===== config.mk =====
export PLATFORM = sky130hd
export DESIGN_NAME = lfu_cache_lru_tiebreak_core
export DESIGN_NICKNAME = d
export VERILOG_FILES = /design/src/hw/rtl/lfuc_pkg.sv /design/src/hw/rtl/lfuc_cell.sv /design/src/hw/rtl/lfu_cache_lru_tiebreak_core.sv
export SDC_FILE = /design/constraint.sdc
export NUM_CORES = 2
export LEC_CHECK = 0
export BUFFER_PORTS_ARGS = -buffer_cell sky130_fd_sc_hd__buf_2
export CAP_MARGIN = 15
export CORE_MARGIN = 1
export CORE_UTILIZATION = 35
export CTS_BUF_LIST = sky130_fd_sc_hd__clkbuf_16
export CTS_CLUSTER_DIAMETER = 50
export DETAILED_ROUTE_END_ITERATION = 10
export GPL_TIMING_DRIVEN = 1
export SYNTH_ARGS = -nofsm -noshare
export SYNTH_HDL_FRONTEND = slang
export SYNTH_SLANG_ARGS = --single-unit

===== constraint.sdc =====
create_clock -name clk -period 6.35 [get_ports clk]
set_input_delay 0.3175 -clock clk [delete_from_list [all_inputs] [get_ports clk]]
set_output_delay 0.3175 -clock clk [all_outputs]
set_load 0.1 [all_outputs]

===== src/hw/rtl/lfuc_pkg.sv =====
`default_nettype none

package lfuc_pkg;

    localparam int KEY_W = 32;
    localparam int VAL_W = 32;
    localparam int CAP_W = 5;
    localparam logic [CAP_W-1:0] CAP_RESET = 5'd16;

    localparam logic FUNC_GET = 1'b0;
    localparam logic FUNC_PUT = 1'b1;

    localparam logic [VAL_W-1:0] GET_MISS_VALUE = '1;
    localparam logic [VAL_W-1:0] PUT_VALUE = '0;

    typedef enum logic [1:0] {
        CELL_NONE    = 2'd0,
        CELL_TOUCH   = 2'd1,
        CELL_REPLACE = 2'd2,
        CELL_FILL    = 2'd3
    } cell_op_t;

    typedef struct packed {
        cell_op_t op;
        logic     write_value;
        logic     scan_full;
    } cell_cmd_t;

endpackage

`default_nettype wire


===== src/hw/rtl/lfuc_cell.sv =====
`default_nettype none

module lfuc_cell #(
    parameter int IDX_W = 4,
    parameter int CNT_W = 16,
    parameter int IDX = 0
) (
    input  logic                        clk,
    input  logic                        rst_n,
    input  lfuc_pkg::cell_cmd_t         cmd,
    input  logic [lfuc_pkg::KEY_W-1:0]  req_key,
    input  logic [lfuc_pkg::VAL_W-1:0]  req_value,
    input  logic [IDX_W-1:0]            tgt_idx,
    input  logic [IDX_W-1:0]            ref_rank,
    input  logic [IDX_W-1:0]            new_rank,
    input  logic                        cand_in_found,
    input  logic [IDX_W-1:0]            cand_in_idx,
    input  logic [IDX_W-1:0]            cand_in_rank,
    input  logic [CNT_W-1:0]            cand_in_cnt,
    output logic                        cand_out_found,
    output logic [IDX_W-1:0]            cand_out_idx,
    output logic [IDX_W-1:0]            cand_out_rank,
    output logic [CNT_W-1:0]            cand_out_cnt,
    output logic                        match,
    output logic [lfuc_pkg::VAL_W-1:0]  value,
    output logic [IDX_W-1:0]            rank
);

    localparam logic [IDX_W-1:0] MY_IDX = IDX_W'(IDX);

    logic                       valid_reg, valid_next;
    logic [lfuc_pkg::KEY_W-1:0] key_reg, key_next;
    logic [lfuc_pkg::VAL_W-1:0] value_reg, value_next;
    logic [CNT_W-1:0]           cnt_reg, cnt_next;
    logic [IDX_W-1:0]           rank_reg, rank_next;
    logic                       found_reg, found_next;
    logic [IDX_W-1:0]           cidx_reg, cidx_next;
    logic [IDX_W-1:0]           crank_reg, crank_next;
    logic [CNT_W-1:0]           ccnt_reg, ccnt_next;
    logic                       is_tgt;
    logic                       take_self;

    assign is_tgt = (tgt_idx == MY_IDX);
    assign match  = valid_reg && (key_reg == req_key);
    assign value  = value_reg;
    assign rank   = rank_reg;

    always_comb
    begin
        valid_next = valid_reg;
        key_next   = key_reg;
        value_next = value_reg;
        cnt_next   = cnt_reg;
        rank_next  = rank_reg;
        unique case (cmd.op)
            lfuc_pkg::CELL_NONE:
            begin
            end
            lfuc_pkg::CELL_TOUCH:
            begin
                if (is_tgt)
                begin
                    rank_next = new_rank;
                    if (cnt_reg != '1)
                        cnt_next = cnt_reg + CNT_W'(1);
                    if (cmd.write_value)
                        value_next = req_value;
                end
                else if (valid_reg && rank_reg > ref_rank)
                    rank_next = rank_reg - IDX_W'(1);
            end
            lfuc_pkg::CELL_REPLACE:
            begin
                if (is_tgt)
                begin
                    key_next   = req_key;
                    value_next = req_value;
                    cnt_next   = '0;
                    rank_next  = new_rank;
                end
                else if (valid_reg && rank_reg > ref_rank)
                    rank_next = rank_reg - IDX_W'(1);
            end
            lfuc_pkg::CELL_FILL:
            begin
                if (is_tgt)
                begin
                    valid_next = 1'b1;
                    key_next   = req_key;
                    value_next = req_value;
                    cnt_next   = '0;
                    rank_next  = new_rank;
                end
            end
            default:
            begin
            end
        endcase
    end

    // In full mode the stage keeps the valid entry with the lowest count,
    // oldest on a tie; otherwise it keeps the first free entry.
    always_comb
    begin
        if (cmd.scan_full)
            take_self = valid_reg && (!cand_in_found || cnt_reg < cand_in_cnt ||
                        (cnt_reg == cand_in_cnt && rank_reg < cand_in_rank));
        else
            take_self = !valid_reg && !cand_in_found;
        found_next = cand_in_found || take_self;
        cidx_next  = take_self ? MY_IDX : cand_in_idx;
        crank_next = take_self ? rank_reg : cand_in_rank;
        ccnt_next  = take_self ? cnt_reg : cand_in_cnt;
    end

    always_ff @(posedge clk or negedge rst_n)
    begin
        if (!rst_n)
        begin
            valid_reg <= 1'b0;
            found_reg <= 1'b0;
        end
        else
        begin
            valid_reg <= valid_next;
            found_reg <= found_next;
        end
    end

    always_ff @(posedge clk)
    begin
        key_reg   <= key_next;
        value_reg <= value_next;
        cnt_reg   <= cnt_next;
        rank_reg  <= rank_next;
        cidx_reg  <= cidx_next;
        crank_reg <= crank_next;
        ccnt_reg  <= ccnt_next;
    end

    assign cand_out_found = found_reg;
    assign cand_out_idx   = cidx_reg;
    assign cand_out_rank  = crank_reg;
    assign cand_out_cnt   = ccnt_reg;

endmodule

`default_nettype wire


===== src/hw/rtl/lfu_cache_lru_tiebreak_core.sv =====
// LFU key-value cache with least-recently-used tie-break.
// Requests enter on in_valid/in_ready with func, lookup_key and write_value;
// func selects a get or a put. One result (hit, read_value) leaves on
// out_valid/out_ready for every request, in request order.
// The store is a row of MAX_ENTRIES cells. Each cell holds one entry and
// compares its key in parallel with the others; a candidate register in
// each cell passes the best eviction or free-slot choice to its neighbor.
// A get that hits, or a put of a present key, goes from ST_MATCH via ST_ACT
// back to ST_IDLE; a get that misses, or a put of a new key while the capacity
// is zero, goes from ST_MATCH back to ST_IDLE. The result is registered in
// ST_MATCH, the state after acceptance, once the result register is free. A
// put of a new key then walks the cell chain in ST_SCAN and writes in ST_INSERT.
// The result register frees the input side: a new request is taken while a
// result still waits, and the block holds only in its lookup cycle when the
// result register is still full and out_ready is low.
// cfg_wr_en writes cfg_wr_data into the capacity register at once and should be used when idle.
// Reset empties the cache and sets the capacity to 16.
`default_nettype none

module lfu_cache_lru_tiebreak_core #(
    parameter int MAX_ENTRIES = 16,
    parameter int COUNT_WIDTH = 16
) (
    input  logic                              clk,
    input  logic                              rst_n,
    input  logic                              in_valid,
    output logic                              in_ready,
    input  logic                              func,
    input  logic [lfuc_pkg::KEY_W-1:0]        lookup_key,
    input  logic signed [lfuc_pkg::VAL_W-1:0] write_value,
    output logic                              out_valid,
    input  logic                              out_ready,
    output logic                              hit,
    output logic signed [lfuc_pkg::VAL_W-1:0] read_value,
    input  logic                              cfg_wr_en,
    input  logic [lfuc_pkg::CAP_W-1:0]        cfg_wr_data
);

    localparam int IDX_W = (MAX_ENTRIES > 1) ? $clog2(MAX_ENTRIES) : 1;
    localparam int OCC_W = $clog2(MAX_ENTRIES + 1);

    typedef enum logic [4:0] {
        ST_IDLE   = 5'b00001,
        ST_MATCH  = 5'b00010,
        ST_ACT    = 5'b00100,
        ST_SCAN   = 5'b01000,
        ST_INSERT = 5'b10000
    } state_t;

    state_t                     state_reg, state_next;
    logic [lfuc_pkg::CAP_W-1:0] cap_reg;
    logic [OCC_W-1:0]           occ_reg, occ_next;
    logic [OCC_W-1:0]           cap_eff;
    logic                       func_reg;
    logic [lfuc_pkg::KEY_W-1:0] key_reg;
    logic [lfuc_pkg::VAL_W-1:0] wval_reg;
    logic                       full_reg, full_next;
    logic [IDX_W-1:0]           hidx_reg, hidx_next;
    logic [IDX_W-1:0]           hrank_reg, hrank_next;
    logic [IDX_W-1:0]           scnt_reg, scnt_next;
    logic                       ovalid_reg, ovalid_next;
    logic                       ohit_reg, ohit_next;
    logic [lfuc_pkg::VAL_W-1:0] oval_reg, oval_next;

    lfuc_pkg::cell_cmd_t        cmd;
    logic [IDX_W-1:0]           tgt_idx, ref_rank, new_rank;
    logic [MAX_ENTRIES-1:0]     match;
    logic [lfuc_pkg::VAL_W-1:0] cell_value [MAX_ENTRIES];
    logic [IDX_W-1:0]           cell_rank [MAX_ENTRIES];
    logic                       c_found [MAX_ENTRIES+1];
    logic [IDX_W-1:0]           c_idx [MAX_ENTRIES+1];
    logic [IDX_W-1:0]           c_rank [MAX_ENTRIES+1];
    logic [COUNT_WIDTH-1:0]     c_cnt [MAX_ENTRIES+1];
    logic                       any_hit;
    logic [lfuc_pkg::VAL_W-1:0] hit_value;
    logic [IDX_W-1:0]           hit_idx, hit_rank;
    logic                       out_free;
    logic                       vic_found;
    logic [IDX_W-1:0]           vic_idx, vic_rank;

    assign c_found[0] = 1'b0;
    assign c_idx[0]   = '0;
    assign c_rank[0]  = '0;
    assign c_cnt[0]   = '0;

    generate
        for (genvar g = 0; g < MAX_ENTRIES; g++)
        begin : g_cell
            lfuc_cell #(
                .IDX_W (IDX_W),
                .CNT_W (COUNT_WIDTH),
                .IDX   (g)
            ) u_cell (
                .clk            (clk),
                .rst_n          (rst_n),
                .cmd            (cmd),
                .req_key        (key_reg),
                .req_value      (wval_reg),
                .tgt_idx        (tgt_idx),
                .ref_rank       (ref_rank),
                .new_rank       (new_rank),
                .cand_in_found  (c_found[g]),
                .cand_in_idx    (c_idx[g]),
                .cand_in_rank   (c_rank[g]),
                .cand_in_cnt    (c_cnt[g]),
                .cand_out_found (c_found[g+1]),
                .cand_out_idx   (c_idx[g+1]),
                .cand_out_rank  (c_rank[g+1]),
                .cand_out_cnt   (c_cnt[g+1]),
                .match          (match[g]),
                .value          (cell_value[g]),
                .rank           (cell_rank[g])
            );
        end
    endgenerate

    assign vic_found = c_found[MAX_ENTRIES];
    assign vic_idx   = c_idx[MAX_ENTRIES];
    assign vic_rank  = c_rank[MAX_ENTRIES];

    always_comb
    begin
        if (32'(cap_reg) > MAX_ENTRIES)
            cap_eff = OCC_W'(MAX_ENTRIES);
        else
            cap_eff = OCC_W'(cap_reg);
    end

    always_comb
    begin
        any_hit   = 1'b0;
        hit_value = '0;
        hit_idx   = '0;
        hit_rank  = '0;
        for (int i = 0; i < MAX_ENTRIES; i++)
        begin
            if (match[i])
            begin
                any_hit   = 1'b1;
                hit_value = hit_value | cell_value[i];
                hit_idx   = hit_idx | IDX_W'(i);
                hit_rank  = hit_rank | cell_rank[i];
            end
        end
    end

    assign out_free = !ovalid_reg || out_ready;
    assign in_ready = (state_reg == ST_IDLE);

    always_comb
    begin
        state_next  = state_reg;
        occ_next    = occ_reg;
        full_next   = full_reg;
        hidx_next   = hidx_reg;
        hrank_next  = hrank_reg;
        scnt_next   = scnt_reg;
        ovalid_next = ovalid_reg && !out_ready;
        ohit_next   = ohit_reg;
        oval_next   = oval_reg;
        cmd.op          = lfuc_pkg::CELL_NONE;
        cmd.write_value = (func_reg == lfuc_pkg::FUNC_PUT);
        cmd.scan_full   = full_reg;
        tgt_idx  = hidx_reg;
        ref_rank = hrank_reg;
        new_rank = IDX_W'(occ_reg - OCC_W'(1));
        unique case (state_reg)
            ST_IDLE:
            begin
                if (in_valid)
                    state_next = ST_MATCH;
            end
            ST_MATCH:
            begin
                if (out_free)
                begin
                    ovalid_next = 1'b1;
                    ohit_next   = any_hit;
                    if (func_reg == lfuc_pkg::FUNC_GET)
                        oval_next = any_hit ? hit_value : lfuc_pkg::GET_MISS_VALUE;
                    else
                        oval_next = lfuc_pkg::PUT_VALUE;
                    hidx_next  = hit_idx;
                    hrank_next = hit_rank;
                    full_next  = (occ_reg >= cap_eff);
                    scnt_next  = '0;
                    if (any_hit)
                        state_next = ST_ACT;
                    else if (func_reg == lfuc_pkg::FUNC_PUT && cap_eff != '0)
                        state_next = ST_SCAN;
                    else
                        state_next = ST_IDLE;
                end
            end
            ST_ACT:
            begin
                cmd.op     = lfuc_pkg::CELL_TOUCH;
                state_next = ST_IDLE;
            end
            ST_SCAN:
            begin
                scnt_next = scnt_reg + IDX_W'(1);
                if (scnt_reg == IDX_W'(MAX_ENTRIES - 1))
                    state_next = ST_INSERT;
            end
            ST_INSERT:
            begin
                tgt_idx  = vic_idx;
                ref_rank = vic_rank;
                if (full_reg)
                    cmd.op = lfuc_pkg::CELL_REPLACE;
                else
                begin
                    cmd.op   = lfuc_pkg::CELL_FILL;
                    new_rank = IDX_W'(occ_reg);
                    occ_next = occ_reg + OCC_W'(1);
                end
                state_next = ST_IDLE;
            end
            default:
            begin
                state_next = ST_IDLE;
            end
        endcase
    end

    always_ff @(posedge clk or negedge rst_n)
    begin
        if (!rst_n)
        begin
            state_reg  <= ST_IDLE;
            cap_reg    <= lfuc_pkg::CAP_RESET;
            occ_reg    <= '0;
            ovalid_reg <= 1'b0;
            full_reg   <= 1'b0;
            scnt_reg   <= '0;
        end
        else
        begin
            state_reg  <= state_next;
            occ_reg    <= occ_next;
            ovalid_reg <= ovalid_next;
            full_reg   <= full_next;
            scnt_reg   <= scnt_next;
            if (cfg_wr_en)
                cap_reg <= cfg_wr_data;
        end
    end

    always_ff @(posedge clk)
    begin
        if (in_valid && in_ready)
        begin
            func_reg <= func;
            key_reg  <= lookup_key;
            wval_reg <= write_value;
        end
        hidx_reg  <= hidx_next;
        hrank_reg <= hrank_next;
        ohit_reg  <= ohit_next;
        oval_reg  <= oval_next;
    end

    assign out_valid  = ovalid_reg;
    assign hit        = ohit_reg;
    assign read_value = oval_reg;

    a_occ_bound: assert property (@(posedge clk) disable iff (!rst_n)
        32'(occ_reg) <= MAX_ENTRIES)
        else $error("occupancy above the number of cells");

    a_unique_key: assert property (@(posedge clk) disable iff (!rst_n)
        state_reg == ST_MATCH |-> $onehot0(match))
        else $error("a key is held by more than one cell");

    a_victim_found: assert property (@(posedge clk) disable iff (!rst_n)
        state_reg == ST_INSERT |-> vic_found)
        else $error("insert without a chosen cell");

endmodule

`default_nettype wire


==> reports/qor.yml <==
cts:
  cts_setup_buffers: 0
  cts-htree-levels: 4
  clk_root_buffer_cell: "clkbuf_16"
  cts_resized: 0
  tritoncts: "done"
  clk_pin_slew_ps: 60
  insertion_delay_ps: 870
  cts_buffers: 209
  clock_path_buffers: 3
  cts.sinks: 1855
floorplan:
  die_width_microns: 496
  row_count: 180
  initial_core_util_pct: 35.3
  pin_count: 110
  die_area_sq_mm: 0.246
  die_y_microns: 496
  core_area_sq_mm: 0.241
setup_path:
  cp_data_required_time_ps: 6830
  critical_path_arrival_ps: 5470
  critical_path.max_fanout: 32
  rrSetupSlack_ps: 1360
  reg2reg_depth: 8
  start_kind: "flip-flop"
  r2r-end: "g_cell[8].u_cell.key_reg[2]$_DFFE_PP_"
  endpoint_kind: "flip-flop"
  critPathKind: "flip-flop to flip-flop"
  r2r-start: "state_reg[1]$_DFFE_PN0P_"
hold_path:
  hold_end: "wval_reg[21]$_DFFE_PP_"
  hold_depth: 2
  worstHoldPathType: "input pin to flip-flop"
  min_from: "write_value[21]"
power_and_ir_drop:
  p_sw_mw: 10.5
  comb_power_share_pct: 20.1
  power.share.clock_pct: 34.3
  internal_power_mw: 24.6
  p_sw_share_pct: 29.9
  ir_worst_vdd_v: 0.000293
  power.density_mw_per_mm2: 357
  leakagePower_nw: 36.1
  seq_power_share_pct: 45.6
global_route:
  grt_first_pass_wirelength_microns: 347000
  antenna_found_initial: 9
  grt_pass1_vias: 54900
  grt_max_degree: 98
  overflow: 0
  grt.total_usage_pct: 18.6
run_status:
  status: "finished clean"
place:
  gp_congestion: 0.854
  io_buffers: 109
  dp_hpwl_microns: 143000
yosys:
  syn_area_per_cell_sq_um: 12.8
  synth_nets: 7131
  async_reset_ff_share_pct: 2.80
  yosysSeqAreaShare_pct: 60.9
  synth.distinct_cells: 71
  synth_edf_count: 1450
  syn_inst: 6664
  syn-cell-area_sq_mm: 0.0853
  ys.flop_type: "edfxtp_1"
  synth_warnings: 0
  synth-seq-cells: 1855
detailed_routing:
  firstDrtPassIters: 6
  ant_nets: 0
  detail_route.vias_per_cell: 5.37
  wl_per_cell_microns: 22.4
  drc: 0
  drt_wl_total_microns: 230000
  drtIter0Drc: 4914
  vias: 55100
timing:
  min_period_ps: 4990
  hold_viol_final: 0
  period_share_pct: 78.6
  rsz0062_at_grt: "no"
  timing.fmax_mhz: 200
  relSlewSlack_pct: 18.7
  setup_viol_count_final: 0
  fin_setup_tns_ps: 0
  worst_slew_pin_slew_ps: 1220
  skew_ps: 74.3
  slew_viol_final: 0
  hold_slack_ps: 156
job:
  maxCapViolCount: 0
cells_and_area:
  final_nets: 7370
  area_growth_pct: 14.9
  drive_above_1_share_pct: 12.6
==> final cells by class <==
cell class	instances	area, sq um
antenna	2	5.00
clock buffer	213	5330
clock inverter	172	1590
fill	22400	143000
inverter	385	1450
multi-input combinational	4122	31200
sequential	1855	51900
tap	3185	3990
timing repair buffer	330	2520
==> worst max-delay path by stage <==
stage,cells past startpoint,from,slack (ps),to
2_1_floorplan,12,full_reg$_DFFE_PN0P_,2010,g_cell[0].u_cell.value[0]$_DFFE_PP_
3_3_place_gp,8,state_reg[1]$_DFFE_PN0P_,1520,g_cell[12].u_cell.key_reg[9]$_DFFE_PP_
3_5_place_dp,8,state_reg[1]$_DFFE_PN0P_,1350,g_cell[8].u_cell.key_reg[20]$_DFFE_PP_
4_1_cts,8,state_reg[1]$_DFFE_PN0P_,1400,g_cell[8].u_cell.key_reg[30]$_DFFE_PP_
5_1_grt,8,state_reg[1]$_DFFE_PN0P_,1210,g_cell[8].u_cell.key_reg[2]$_DFFE_PP_
6_report,8,state_reg[1]$_DFFE_PN0P_,1360,g_cell[8].u_cell.key_reg[2]$_DFFE_PP_
==> synthesized netlist by cell type, types with 19 or more instances <==
cell / n / share of area (%)
xnor2_1: 136 / 1.4
or3_1: 39 / 0.29
dfrtp_1: 50 / 1.5
a211oi_1: 58 / 0.51
mux2_2: 188 / 2.5
and2_1: 75 / 0.55
nor2b_1: 63 / 0.46
and4_1: 50 / 0.51
nor2_1: 478 / 2.1
buf_1: 22 / 0.097
inv_1: 384 / 1.7
nand3_1: 163 / 0.96
edfxtp_1: 1450 / 51
a31o_2: 26 / 0.27
dfxtp_1: 353 / 8.3
a21oi_1: 201 / 1.2
xor2_1: 608 / 6.2
a221oi_1: 141 / 1.4
a222oi_1: 19 / 0.22
a221o_1: 63 / 0.74
buf_2: 106 / 0.62
nand2_1: 266 / 1.2
nand4_1: 92 / 0.68
a31oi_1: 90 / 0.66
mux2i_1: 86 / 1.0
clkbuf_1: 171 / 0.75
nor4_1: 121 / 0.89
nor3_1: 74 / 0.43
ha_1: 392 / 5.8
a21o_1: 100 / 0.88
and3_1: 53 / 0.39
o21ai_0: 124 / 0.73
o21a_1: 73 / 0.64
nand2b_1: 41 / 0.30
a22o_1: 138 / 1.4
==> per-stage QoR <==
stage	utilization (%)	instances	worst slack [ps]	cell area [sq um]	power, mW
after floorplan	-	6664	2010	85300	20.7
after global placement	37.4	9793	1520	90200	22.9
after detailed placement	37.4	9797	1350	90200	23.2
after CTS	40.6	10300	1400	97900	35.3
after global routing	40.6	10300	1210	98000	36.7
final	40.6	10300	1360	98000	35.0
==> worst max-delay path: stages (launching register included) <==
cell and delay [ps]:
dfrtp_1 420, or3_1 400, nor3b_2 160, buf_4 290, clkinv_2 620, or3_1 550
o31ai_1 280, nand2_1 830, nor2_4 1030
==> routing by layer <==
layer / vias to the layer above / share of wire (%) / track usage, %
met1: 27700 / 43 / 24.6
met2: 1712 / 48 / 30.9
met3: 416 / 6.1 / 2.95
met4: 2 / 3.0 / 6.04
li1: 25300 / - / -
met5: - / 0.0030 / 0
==> cell families (layout without fill, tap and decap cells) <==
kind of cell | after synthesis | in the layout | share of synthesized area, %
buf+inv | 687 | 1100 | 3.19
compound gates | 1157 | 1157 | 9.88
xor+xnor | 744 | 744 | 7.64
fa+ha+maj | 392 | 392 | 5.75
simple gates | 1555 | 1555 | 9.15
mux | 274 | 274 | 3.49
other cells | 0 | 2 | 0
flops | 1855 | 1855 | 60.9
==> cell usage in the layout, fill, tap and decap left out, types with 30 or more instances in the layout <==
cell,Yosys,final
edfxtp_1,1450,1450
xor2_1,608,607
nor2_1,478,443
inv_1,384,422
ha_1,392,390
dfxtp_1,353,353
nand2_1,266,266
clkbuf_16,0,213
a21oi_1,201,196
mux2_2,188,188
nand3_1,163,163
a221oi_1,141,141
a22o_1,138,138
xnor2_1,136,134
buf_4,3,132
o21ai_0,124,122
nor4_1,121,114
buf_2,106,108
a21o_1,100,100
nand4_1,92,92
a31oi_1,90,88
mux2i_1,86,83
dlygate4sd3_1,0,77
and2_1,75,74
o21a_1,73,73
nor3_1,74,66
a221o_1,63,63
nor2b_1,63,62
a211oi_1,58,57
and3_1,53,53
and4_1,50,50
dfrtp_1,50,49
nand2b_1,41,41
or3_1,39,39
nor2_4,0,33
clkinv_2,0,30
clkinv_1,1,30
==> power groups by stage <==
stage | logic, mW | registers, mW | clock network [mW]
after floorplan | 4.89 | 15.8 | 0
after global placement | 6.77 | 16.2 | 0
after detailed placement | 6.96 | 16.2 | 0
after CTS | 7.07 | 16.0 | 12.2
after global routing | 7.87 | 16.1 | 12.7
final | 7.05 | 16.0 | 12.0
==> what timing repair did <==
item | CTS | global route
hold buffers | 77 | 0
hold endpoints to repair | 123 | 0
endpoints found under the setup margin | 0 | 0
Power figures use the tool's default switching activity.
